$ cat src/rtl/core/lsh_pkg.sv
// ----------------------------------------------------------------------------
// lsh_pkg: shared types and constants for the hash core
// step constants, word permutations, rotation amounts and sequencer states
// ----------------------------------------------------------------------------
package lsh_pkg;

  localparam int unsigned NumSteps = 26;

  typedef logic [31:0] word_t;
  typedef word_t [15:0] blk_t;

  typedef enum logic [2:0] {
    ST_IV,      // run message-free steps for the initial value
    ST_IDLE,    // take chunks
    ST_COMP,    // compress the gathered block
    ST_OUT      // hand out digest chunks
  } state_e;

  // what happens after a compression finishes
  typedef enum logic [1:0] {
    AFT_IV,
    AFT_DATA,
    AFT_PAD,
    AFT_FINAL
  } after_e;

  // control from the sequencer to the step unit
  typedef struct packed {
    logic start;    // load chaining value and message halves
    logic step;     // run one step
    logic finish;   // fold last message half into chaining value
  } step_ctl_t;

  localparam word_t ScFirst [8] = '{
    32'h917caf90, 32'h6c1b10a2, 32'h6f352943, 32'hcf778243,
    32'h2ceb7472, 32'h29e96ff2, 32'h8a9ba428, 32'h2eeb2642
  };

  localparam logic [3:0] PermSigma [16] = '{
    4'd6, 4'd4, 4'd5, 4'd7, 4'd12, 4'd15, 4'd14, 4'd13,
    4'd2, 4'd0, 4'd1, 4'd3, 4'd8, 4'd11, 4'd10, 4'd9
  };

  localparam logic [3:0] ExpTau [16] = '{
    4'd3, 4'd2, 4'd0, 4'd1, 4'd7, 4'd4, 4'd5, 4'd6,
    4'd11, 4'd10, 4'd8, 4'd9, 4'd15, 4'd12, 4'd13, 4'd14
  };

  localparam logic [4:0] RotGamma [8] = '{
    5'd0, 5'd8, 5'd16, 5'd24, 5'd24, 5'd16, 5'd8, 5'd0
  };

  function automatic word_t rotl(input word_t v, input logic [4:0] r);
    logic [63:0] d;
    d = {v, v} << r;
    return d[63:32];
  endfunction

endpackage

$ cat src/rtl/core/lsh_if.sv
// ----------------------------------------------------------------------------
// lsh_if: valid/ready channel carrying one payload
// ----------------------------------------------------------------------------
interface lsh_if #(
  parameter type PayloadT = logic
);
  logic    valid;
  logic    ready;
  PayloadT payload;

  modport source (output valid, output payload, input ready);
  modport sink (input valid, input payload, output ready);
endinterface

$ cat src/rtl/core/lsh_step.sv
// ----------------------------------------------------------------------------
// lsh_step: one compression step per cycle while the step control is set;
// holds working state, message halves and step constants
// ----------------------------------------------------------------------------
module lsh_step (
  input  logic                 clk_i,
  input  logic                 rst_ni,
  input  lsh_pkg::step_ctl_t   ctl_i,
  input  logic                 odd_i,
  input  lsh_pkg::blk_t        cv_i,
  input  lsh_pkg::blk_t        ma_i,
  input  lsh_pkg::blk_t        mb_i,
  output lsh_pkg::blk_t        cv_o
);

  lsh_pkg::blk_t t_q, t_d, ma_q, ma_d, mb_q, mb_d, mx;
  lsh_pkg::word_t [7:0] sc_q, sc_d;
  logic [4:0] ra, rb;

  always_comb begin
    lsh_pkg::word_t x, y;
    t_d  = t_q;
    ma_d = ma_q;
    mb_d = mb_q;
    sc_d = sc_q;
    ra = odd_i ? 5'd5 : 5'd29;
    rb = odd_i ? 5'd17 : 5'd1;
    mx = t_q;
    for (int l = 0; l < 8; l++) begin
      x = t_q[l] ^ ma_q[l];
      y = t_q[l+8] ^ ma_q[l+8];
      x = x + y;
      x = lsh_pkg::rotl(x, ra) ^ sc_q[l];
      y = y + x;
      y = lsh_pkg::rotl(y, rb);
      x = x + y;
      y = lsh_pkg::rotl(y, lsh_pkg::RotGamma[l]);
      mx[l] = x;
      mx[l+8] = y;
    end
    if (ctl_i.start) begin
      t_d  = cv_i;
      ma_d = ma_i;
      mb_d = mb_i;
      for (int l = 0; l < 8; l++) sc_d[l] = lsh_pkg::ScFirst[l];
    end else if (ctl_i.step) begin
      for (int l = 0; l < 16; l++) begin
        t_d[l]  = mx[lsh_pkg::PermSigma[l]];
        mb_d[l] = mb_q[l] + ma_q[lsh_pkg::ExpTau[l]];
      end
      ma_d = mb_q;
      for (int l = 0; l < 8; l++) sc_d[l] = sc_q[l] + lsh_pkg::rotl(sc_q[l], 5'd8);
    end
  end

  always_ff @(posedge clk_i) begin
    t_q  <= t_d;
    ma_q <= ma_d;
    mb_q <= mb_d;
    sc_q <= sc_d;
  end

  always_comb begin
    for (int l = 0; l < 16; l++) cv_o[l] = t_q[l] ^ ma_q[l];
  end

  // load, step and fold never overlap
  assert property (@(posedge clk_i) disable iff (!rst_ni)
    $onehot0(ctl_i)) else $error("overlapping step controls");

endmodule

$ cat src/rtl/core/lsh256_hash_core.sv
// ----------------------------------------------------------------------------
// lsh256_hash_core: streaming hash of one bit-granular message
// ----------------------------------------------------------------------------
// Chunks of 64 message bits come in on the input channel, sixteen to a
// 1024-bit block. Each chunk is taken while the core is idle; the sixteenth
// starts a compression of 26 steps, one step per cycle on the shared step
// unit, plus a load and a fold, during which no request is taken. The final
// chunk pads in place (or adds a padding block when it fills the block),
// compresses, and the digest goes out as up to four chunks. After reset and
// after each digest or write of digest_bits the initial value is rebuilt by
// message-free steps before the next request is taken.
// ----------------------------------------------------------------------------
module lsh256_hash_core (
  input  logic       clk_i,
  input  logic       rst_ni,
  input  logic       cfg_we_i,
  input  logic [8:0] cfg_wdata_i,
  lsh_if.sink        in_if,
  lsh_if.source      out_if
);

  lsh_pkg::state_e state_q, state_d;
  lsh_pkg::after_e after_q, after_d;
  logic [8:0] bits_q;
  logic [4:0] step_q, step_d;
  logic [3:0] chunk_q, chunk_d;
  logic [1:0] ok_q, ok_d;
  lsh_pkg::blk_t cv_q, step_cv;
  logic [63:0] msg_q [16];
  lsh_pkg::step_ctl_t ctl;
  lsh_pkg::blk_t ma_in, mb_in, cv_in;
  logic start_q, start_d;

  logic [63:0] c_data;
  logic [6:0]  c_vb;
  logic        c_eom;
  assign {c_data, c_vb, c_eom} = in_if.payload;

  // effective digest length
  logic [8:0] eff;
  always_comb begin
    eff = bits_q;
    if (bits_q < 9'd8) eff = 9'd8;
    else if (bits_q > 9'd256) eff = 9'd256;
  end
  logic [5:0] nbytes;
  assign nbytes = eff[8:3];
  logic [1:0] last_k;
  assign last_k = 2'((nbytes - 6'd1) >> 3);

  // padded final chunk
  logic [6:0] vb;
  logic [63:0] keep, padded;
  always_comb begin
    vb = (c_vb > 7'd64) ? 7'd64 : c_vb;
    keep = 64'd0;
    padded = 64'd0;
    for (int b = 0; b < 8; b++) begin
      for (int i = 0; i < 8; i++) begin
        // bit i of byte b is message bit 8b + 7 - i
        keep[8*b+i] = (7'(8*b + 7 - i) < vb);
        padded[8*b+i] = (7'(8*b + 7 - i) == vb);
      end
    end
    padded = (c_data & keep) | padded;
  end

  assign in_if.ready = (state_q == lsh_pkg::ST_IDLE);
  logic acc;
  assign acc = in_if.valid & in_if.ready;

  // message halves for the step unit: zero while building the iv
  always_comb begin
    cv_in = cv_q;
    for (int c = 0; c < 8; c++) begin
      ma_in[2*c]   = msg_q[c][31:0];
      ma_in[2*c+1] = msg_q[c][63:32];
      mb_in[2*c]   = msg_q[c+8][31:0];
      mb_in[2*c+1] = msg_q[c+8][63:32];
    end
    if (after_q == lsh_pkg::AFT_IV) begin
      ma_in = '0;
      mb_in = '0;
      cv_in = '0;
      cv_in[0] = 32'd32;
      cv_in[1] = {23'd0, eff};
    end
  end

  // next state
  always_comb begin
    state_d = state_q;
    after_d = after_q;
    step_d  = step_q;
    chunk_d = chunk_q;
    ok_d    = ok_q;
    start_d = 1'b0;
    case (state_q)
      lsh_pkg::ST_IV, lsh_pkg::ST_COMP: begin
        if (!start_q) begin
          if (step_q == 5'(lsh_pkg::NumSteps)) begin
            step_d = '0;
            case (after_q)
              lsh_pkg::AFT_IV, lsh_pkg::AFT_DATA: state_d = lsh_pkg::ST_IDLE;
              lsh_pkg::AFT_PAD: begin
                after_d = lsh_pkg::AFT_FINAL;
                start_d = 1'b1;
              end
              default: begin
                state_d = lsh_pkg::ST_OUT;
                ok_d = '0;
              end
            endcase
          end else begin
            step_d = step_q + 5'd1;
          end
        end
      end
      lsh_pkg::ST_IDLE: begin
        if (acc) begin
          chunk_d = chunk_q + 4'd1;
          if (!c_eom) begin
            if (chunk_q == 4'd15) begin
              state_d = lsh_pkg::ST_COMP;
              after_d = lsh_pkg::AFT_DATA;
              start_d = 1'b1;
            end
          end else begin
            chunk_d = '0;
            state_d = lsh_pkg::ST_COMP;
            start_d = 1'b1;
            after_d = (vb == 7'd64 && chunk_q == 4'd15) ? lsh_pkg::AFT_PAD
                                                        : lsh_pkg::AFT_FINAL;
          end
        end
      end
      lsh_pkg::ST_OUT: begin
        if (out_if.ready) begin
          ok_d = ok_q + 2'd1;
          if (ok_q == last_k) begin
            state_d = lsh_pkg::ST_IV;
            after_d = lsh_pkg::AFT_IV;
            start_d = 1'b1;
          end
        end
      end
      default: state_d = lsh_pkg::ST_IV;
    endcase
    if (cfg_we_i) begin
      state_d = lsh_pkg::ST_IV;
      after_d = lsh_pkg::AFT_IV;
      start_d = 1'b1;
      step_d  = '0;
      chunk_d = '0;
    end
  end

  // step unit controls
  always_comb begin
    ctl.start  = start_q;
    ctl.step   = (state_q == lsh_pkg::ST_IV || state_q == lsh_pkg::ST_COMP) &&
                 !start_q && step_q != 5'(lsh_pkg::NumSteps);
    ctl.finish = (state_q == lsh_pkg::ST_IV || state_q == lsh_pkg::ST_COMP) &&
                 !start_q && step_q == 5'(lsh_pkg::NumSteps);
  end

  lsh_step u_step (
    .clk_i  (clk_i),
    .rst_ni (rst_ni),
    .ctl_i  (ctl),
    .odd_i  (step_q[0]),
    .cv_i   (cv_in),
    .ma_i   (ma_in),
    .mb_i   (mb_in),
    .cv_o   (step_cv)
  );

  always_ff @(posedge clk_i or negedge rst_ni) begin
    if (!rst_ni) begin
      state_q <= lsh_pkg::ST_IV;
      after_q <= lsh_pkg::AFT_IV;
      step_q  <= '0;
      chunk_q <= '0;
      ok_q    <= '0;
      start_q <= 1'b1;
      bits_q  <= 9'd256;
    end else begin
      state_q <= state_d;
      after_q <= after_d;
      step_q  <= step_d;
      chunk_q <= chunk_d;
      ok_q    <= ok_d;
      start_q <= start_d;
      if (cfg_we_i) bits_q <= cfg_wdata_i;
    end
  end

  // chaining value and message block
  always_ff @(posedge clk_i) begin
    if (ctl.finish) cv_q <= step_cv;
    if (acc) begin
      if (!c_eom || vb == 7'd64) msg_q[chunk_q] <= c_data;
      else msg_q[chunk_q] <= padded;
      if (c_eom) begin
        for (int c = 0; c < 16; c++) begin
          if (4'(c) > chunk_q) msg_q[c] <= (c == 32'(chunk_q) + 1 && vb == 7'd64)
                                            ? 64'h80 : 64'd0;
        end
      end
    end
    if (state_q == lsh_pkg::ST_COMP && after_q == lsh_pkg::AFT_PAD &&
        step_q == 5'(lsh_pkg::NumSteps)) begin
      for (int c = 0; c < 16; c++) msg_q[c] <= (c == 0) ? 64'h80 : 64'd0;
    end
  end

  // digest output
  logic [63:0] dchunk, dmask;
  logic [5:0] rem;
  logic [3:0] nb;
  always_comb begin
    dchunk = {cv_q[{1'b0, ok_q, 1'b1}] ^ cv_q[{1'b1, ok_q, 1'b1}],
              cv_q[{1'b0, ok_q, 1'b0}] ^ cv_q[{1'b1, ok_q, 1'b0}]};
    rem = nbytes - {1'b0, ok_q, 3'd0};
    nb = (rem > 6'd8) ? 4'd8 : rem[3:0];
    dmask = '0;
    for (int b = 0; b < 8; b++) if (4'(b) < nb) dmask[8*b +: 8] = 8'hff;
  end
  assign out_if.valid = (state_q == lsh_pkg::ST_OUT);
  assign out_if.payload = {dchunk & dmask, nb, ok_q == last_k};

  // no request taken while the step unit runs
  assert property (@(posedge clk_i) disable iff (!rst_ni)
    ctl.step |-> !in_if.ready) else $error("ready during compression");
  // step counter never passes the step count
  assert property (@(posedge clk_i) disable iff (!rst_ni)
    step_q <= 5'(lsh_pkg::NumSteps)) else $error("step counter overrun");
  // output only after a final compression
  assert property (@(posedge clk_i) disable iff (!rst_ni)
    $rose(out_if.valid) |-> $past(after_q) == lsh_pkg::AFT_FINAL)
    else $error("digest without final block");

endmodule
$ cat src/flat_wrapper.sv
// flat-port wrapper written by rule: the top's interface ports become plain ports
module lsh256_hash_core_flat 
  (clk_i, rst_ni, cfg_we_i, cfg_wdata_i, in_if_valid, in_if_payload, in_if_ready, out_if_valid, out_if_payload, out_if_ready);
  lsh_if in_if_i ();
  lsh_if out_if_i ();
  input  logic clk_i;
  input  logic rst_ni;
  input  logic cfg_we_i;
  input  logic [8:0] cfg_wdata_i;
  input wire logic [$bits(in_if_i.valid)-1:0] in_if_valid;
  input wire logic [$bits(in_if_i.payload)-1:0] in_if_payload;
  output wire logic [$bits(in_if_i.ready)-1:0] in_if_ready;
  output wire logic [$bits(out_if_i.valid)-1:0] out_if_valid;
  output wire logic [$bits(out_if_i.payload)-1:0] out_if_payload;
  input wire logic [$bits(out_if_i.ready)-1:0] out_if_ready;
  assign in_if_i.valid = in_if_valid;
  assign in_if_i.payload = in_if_payload;
  assign in_if_ready = in_if_i.ready;
  assign out_if_valid = out_if_i.valid;
  assign out_if_payload = out_if_i.payload;
  assign out_if_i.ready = out_if_ready;
  lsh256_hash_core u_core (.clk_i(clk_i), .rst_ni(rst_ni), .cfg_we_i(cfg_we_i), .cfg_wdata_i(cfg_wdata_i), .in_if(in_if_i), .out_if(out_if_i));
endmodule
$ cat config.mk
export PLATFORM = sky130hd
export DESIGN_NAME = lsh256_hash_core_flat
export DESIGN_NICKNAME = d
export VERILOG_FILES = /design/src/rtl/core/lsh_pkg.sv /design/src/rtl/core/lsh_if.sv /design/src/rtl/core/lsh_step.sv /design/src/rtl/core/lsh256_hash_core.sv /design/src/flat_wrapper.sv
export SDC_FILE = /design/constraint.sdc
export NUM_CORES = 1
export LEC_CHECK = 0
export BUFFER_PORTS_ARGS = -buffer_cell sky130_fd_sc_hd__buf_2
export CAP_MARGIN = 20
export CORE_ASPECT_RATIO = 0.75
export CORE_MARGIN = 1
export CORE_UTILIZATION = 50
export DETAILED_ROUTE_END_ITERATION = 8
export PLACE_DENSITY = 0.71
export SLEW_MARGIN = 5
export SYNTH_ARGS = -nofsm -noshare
export SYNTH_HDL_FRONTEND = slang
export SYNTH_SLANG_ARGS = --single-unit
$ cat constraint.sdc
create_clock -name clk_i -period 4.4 [get_ports clk_i]
set_clock_uncertainty 0.05 [all_clocks]
set_input_delay 0.22 -clock clk_i [delete_from_list [all_inputs] [get_ports clk_i]]
set_output_delay 0.22 -clock clk_i [all_outputs]
set_load 0.03 [all_outputs]
======== Yosys cells after proc, flatten, opt, wreduce, memory -nomap -nowiden ========
Cells that the tools add are included.
word-level totals
  logic and storage cells ................. 95
  register bits after elaboration ......... 26
  output and inout port bits .............. 3
  input port bits ......................... 15
operators by class
  bitwise operators ....................... 1
  $add $sub $neg .......................... 4
  equality and inequality tests ........... 21
  $lt $le $gt $ge ......................... 2
  mux-type cells .......................... 45
  reductions and logical operators ........ 15
operator list
  operator                                                     count
  2-to-1 mux 2 bit                                             13
  2-to-1 mux 3 bit                                             8
  2-to-1 mux 5 bit                                             4
  2-to-1 mux 4 bit                                             4
  2-to-1 mux 8 bit                                             2
  != test 3 x 2 -> 1 bit (second input constant)               4
  greater-than comparator 9 bit (second input constant)        1
  less-than comparator 9 x 4 -> 1 bit (second input constant)  1
  2-to-1 mux 1 bit                                             9
  != test 3 bit (second input constant)                        3
  case mux 3 bit (3 select lines)                              1
  AND reduction 8 bit                                          1
  nonzero test 2 bit                                           4
  AND reduction 7 bit                                          1
  == test 3 x 2 -> 1 bit (second input constant)               2
  != test 2 bit (second input constant)                        3
  case mux 2 bit (3 select lines)                              1
  case mux 3 bit (2 select lines)                              1
  adder 5 x 1 -> 5 bit (second input constant)                 1
  == test 5 bit (second input constant)                        1
  AND reduction 5 bit                                          1
  subtractor 5 x 1 -> 5 bit (second input constant)            1
  adder 4 x 1 -> 4 bit (second input constant)                 1
  == test 4 bit (second input constant)                        1
  other kinds (16)                                             19

======== Logic depth before layout (Yosys ltp) ========
  depth after elaboration ................. 9
  gate-level depth with buffers ........... 8
  gate-level depth less buffers ........... 7

======== Worst setup path before layout ========
OpenSTA, ideal clock, no wires.
  path kind ............................... reg2reg
  start point ............................. reg u_core.bits_q[4]
  end point ............................... reg u_core.state_q[1]
  buffers on the path ..................... 0
  library setup time ...................... 0.125 ns
  slack ................................... 2.213 ns
  cell stages (with the launch flop) ...... 6
  arrival time ............................ 2.012 ns
  path through ............................ dfrtp_1 > or4_4 > or4b_4 > a31oi_4 > nand3b_2 > mux2_4
on the way
  longest elaborated chain between the ends .. 7
ends and longest elaborated chain
  element                                    line                     text
  start: declaration                         lsh256_hash_core.sv:24   logic [8:0] bits_q;
  start signal: assignment                   lsh256_hash_core.sv:194  if (cfg_we_i) bits_q <= cfg_wdata_i;
  greater-than comparator 9 bit              lsh256_hash_core.sv:44   else if (bits_q > 9'd256) eff = 9'd256;
  2-to-1 mux 8 bit                           lsh256_hash_core.sv:44
  2-to-1 mux 8 bit *                         lsh256_hash_core.sv:43   if (bits_q < 9'd8) eff = 9'd8;
  subtractor 5 x 1 -> 5 bit *                lsh256_hash_core.sv:49   assign last_k = 2'((nbytes - 6'd1) >> 3);
  == test 2 bit *                            lsh256_hash_core.sv:140  if (ok_q == last_k) begin
  != test 3 x 2 -> 1 bit (no source line) *  n/a
  AND reduction 7 bit (no source line) *     n/a
  end signal: assignment                     lsh256_hash_core.sv:180  state_q <= lsh_pkg::ST_IV;
  end signal: assignment                     lsh256_hash_core.sv:188  state_q <= state_d;
  end: declaration                           lsh256_hash_core.sv:22   lsh_pkg::state_e state_q, state_d;
Mark *: on every way between the ends. The rest lies on a longest branch, timed or not.
A chain may end at the register's enable or synchronous reset.

======== Worst setup path after layout ========
Ends and elaborated chain as after synthesis.

==> flow_summary.ini <==
[yosys]
syn-num-nets = 148
synth_edf_count = 0
yosysUniqueCellTypes = 43
yosysWarningCount = 0
syn_area_per_cell_um2 = 9.75
synth_seq_area_share = 0.436
yosys.area_share.simple = 0.224
synth-main-ff-cell = dfrtp_1
synth-compound-area-share = 0.192
synth_xor_area_frac = 0.0138
yosysTopAreaCellShare = 0.395
synth_top_family_by_area = simple AND/OR/NAND/NOR gates
synth_area_leaders = dfrtp_1 (39%), mux2_2 (5.3%), a21oi_1 (4.3%)
async_flop_share = 1.00
synthCells = 130
synth_area_leader_cell = dfrtp_1
synth_seq_cells = 22
syn_area_um2 = 1270
synth_common_cells = dfrtp_1 (20), a21oi_1 (11), nor2_1 (10)
yosysMostFrequentCell = dfrtp_1
synth_mux_area_frac = 0.0731
synthAdderAreaFrac = 0.0296

[floorplan]
die_w_um = 60.1
die_h_um = 45.6
core_um2 = 2350
dieArea_um2 = 2740
start_util = 0.540
row_count = 15
pin_count = 18

[critical_path]
crit_slowest_cell = or4_4
crit_fanout = 4
critical_path_class = reg -> reg
end_kind = flop
crit_buf_inv = 0
slowest_delay_ps = 570
crit_required_ps = 4570
critPathTopFamily = simple AND/OR/NAND/NOR gates
crit_chain = or4_4, or4b_4, a31oi_4, nand3b_2, mux2_4
critPathLaunchType = flop
worst_ep_arrival_time_ps = 2430

[sta]
slew_headroom = 0.668
period_needed_ps = 2270
max_slew.worst_pin.slew_ps = 499
holdWs_ps = 74.6
rsz0062_at_grt = false
drv_slew = 0
setup-violations-final = 0
fin_ws_ps = 2130
fmax_ghz = 0.441
hold_viol = 0
fin_crit_sh = 0.516
fin_setup_tns_ps = 0

[place]
detailed_place_hpwl_um = 1850
dp_cells = 172
gp_congestion = 0.801
place_ws_ps = 2150
numPortBuffers = 14
placed_area_um2 = 1360

[clocking]
cts-root-buf = clkbuf_4
cts_inserted_buffers = 3
cts-resized-gates = 0
cts_max_path_buffers = 2
htreeDepth = 1
cts-hold-fix-buffers = 1
clkTransAtPathRegs_ps = 130
clock_latency_ps = 310
cts_setup_buffers = 0
cts_tree = yes
cts_sinks = 22

[power_and_ir_drop]
max-vdd-ir-drop_mv = 0.300
leakage_nw = 0.620
total_power_mw = 0.568
power_density_nw_per_um2 = 400

[grt]
grt_usage = 0.217
grt_overflow_total = 0
grt_max_degree = 27
grt_pass1_vias = 934
grt_pass1_wl_um = 4310
antenna_found_initial = 0

[finish]
fillers = 209
n_antenna_cell = 0
multi_input_area_um2 = 674
synthToLayoutAreaGrowth_pct = 11.8
seqCellArea_um2 = 553
fin_cells = 177
post-route-util = 0.604
design_area_um2 = 1420
drive_gt1_frac = 0.231
final_nets = 162

[routing]
drtAntennaViolNets = 0
routed_wl_um = 2520
wl_per_cell_um = 14.2
vias = 1032
drc = 0
first_pass_iters = 4
dr.first_iter.drc_count = 47
vias_per_cell = 5.83

[flow_run]
maxCapViolCount = 0

[hold_path]
hold_path_class = in -> reg

[run_status]
outcome = finished clean
==> cells in the final DEF, fill, tap and decap left out, types with 2 or more instances in the layout <==
cell type	n
ha_1	3
nand2b_1	3
a31o_1	2
dfstp_2	2
nor3_1	9
nor3b_1	2
o21ai_0	7
a211oi_1	5
xnor2_1	2
nor2_1	10
a21oi_1	11
clkbuf_4	3
mux2_2	6
nand3_1	4
nor2b_1	4
dfrtp_1	20
inv_1	4
buf_2	14
nand2_1	6
and3_1	2
==> worst paths after layout <==
| path | slack (ps) | cells past startpoint | end | start |
|---|---|---|---|---|
| worst max-delay path | 2130 | 5 | u_core.state_q[1]$_DFFE_PN0P_ | u_core.bits_q[4]$_DFFE_PN0P_ |
| worst min-delay path | 70 | 2 | u_core.bits_q[4]$_DFFE_PN0P_ | cfg_wdata_i[4] |
| worst max register to register | 2130 | 5 | u_core.state_q[1]$_DFFE_PN0P_ | u_core.bits_q[4]$_DFFE_PN0P_ |
| worst min register to register | 500 | 1 | u_core.step_q[3]$_DFFE_PN0P_ | u_core.step_q[3]$_DFFE_PN0P_ |
| max in group asynchronous | 3600 | 2 | u_core.bits_q[8]$_DFFE_PN1P_ | rst_ni |
| min in group asynchronous | 330 | 2 | u_core.bits_q[3]$_DFFE_PN0P_ | rst_ni |
==> logic make-up (layout without fill, tap and decap cells) <==
| logic type | Yosys count | after routing |
|---|---|---|
| AO/OA/AOI/OAI | 35 | 35 |
| XOR/XNOR | 2 | 2 |
| adder cells (fa/ha/maj) | 3 | 3 |
| buffers and inverters | 10 | 23 |
| flip-flops | 22 | 22 |
| multiplexers | 8 | 8 |
| AND/OR/NAND/NOR | 50 | 50 |
==> layout make-up <==
cell class                 instances  share of cell area
sequential                        22               0.390
inverter                           4              0.0106
timing repair buffer              15              0.0565
tap                               34              0.0300
multi-input combinational         98               0.476
clock inverter                     1              0.0212
clock buffer                       3              0.0159
==> power by group <==
group	total [mW]	internal [mW]	leakage, nW	switching (mW)
clock	0.153	0.0922	0.0279	0.0611
sequential	0.273	0.231	0.280	0.0417
combinational	0.142	0.0635	0.312	0.0784
==> layer usage <==
metal,GRT usage,part of all wire,vias up
met2,0.341,0.45,21
met3,0.0597,0.034,2
li1,-,-,507
met5,0,0,-
met4,0.0279,0.0060,0
met1,0.309,0.50,502
==> worst register-to-register path: stages, from the launching register on <==
cell,delay [ps]
dfrtp_1,430
or4_4,570
or4b_4,540
a31oi_4,180
nand3b_2,100
mux2_4,300
==> sequential cells by signal, indices dropped and copies added (netlist names) <==
| signal | count |
|---|---|
| u_core.bits_q | 6 |
| u_core.start_q | 1 |
| u_core.state_q | 2 |
| u_core.after_q | 2 |
| u_core.step_q | 5 |
| u_core.ok_q | 2 |
| u_core.chunk_q | 4 |
No activity file was read; power rests on OpenSTA's default activity.
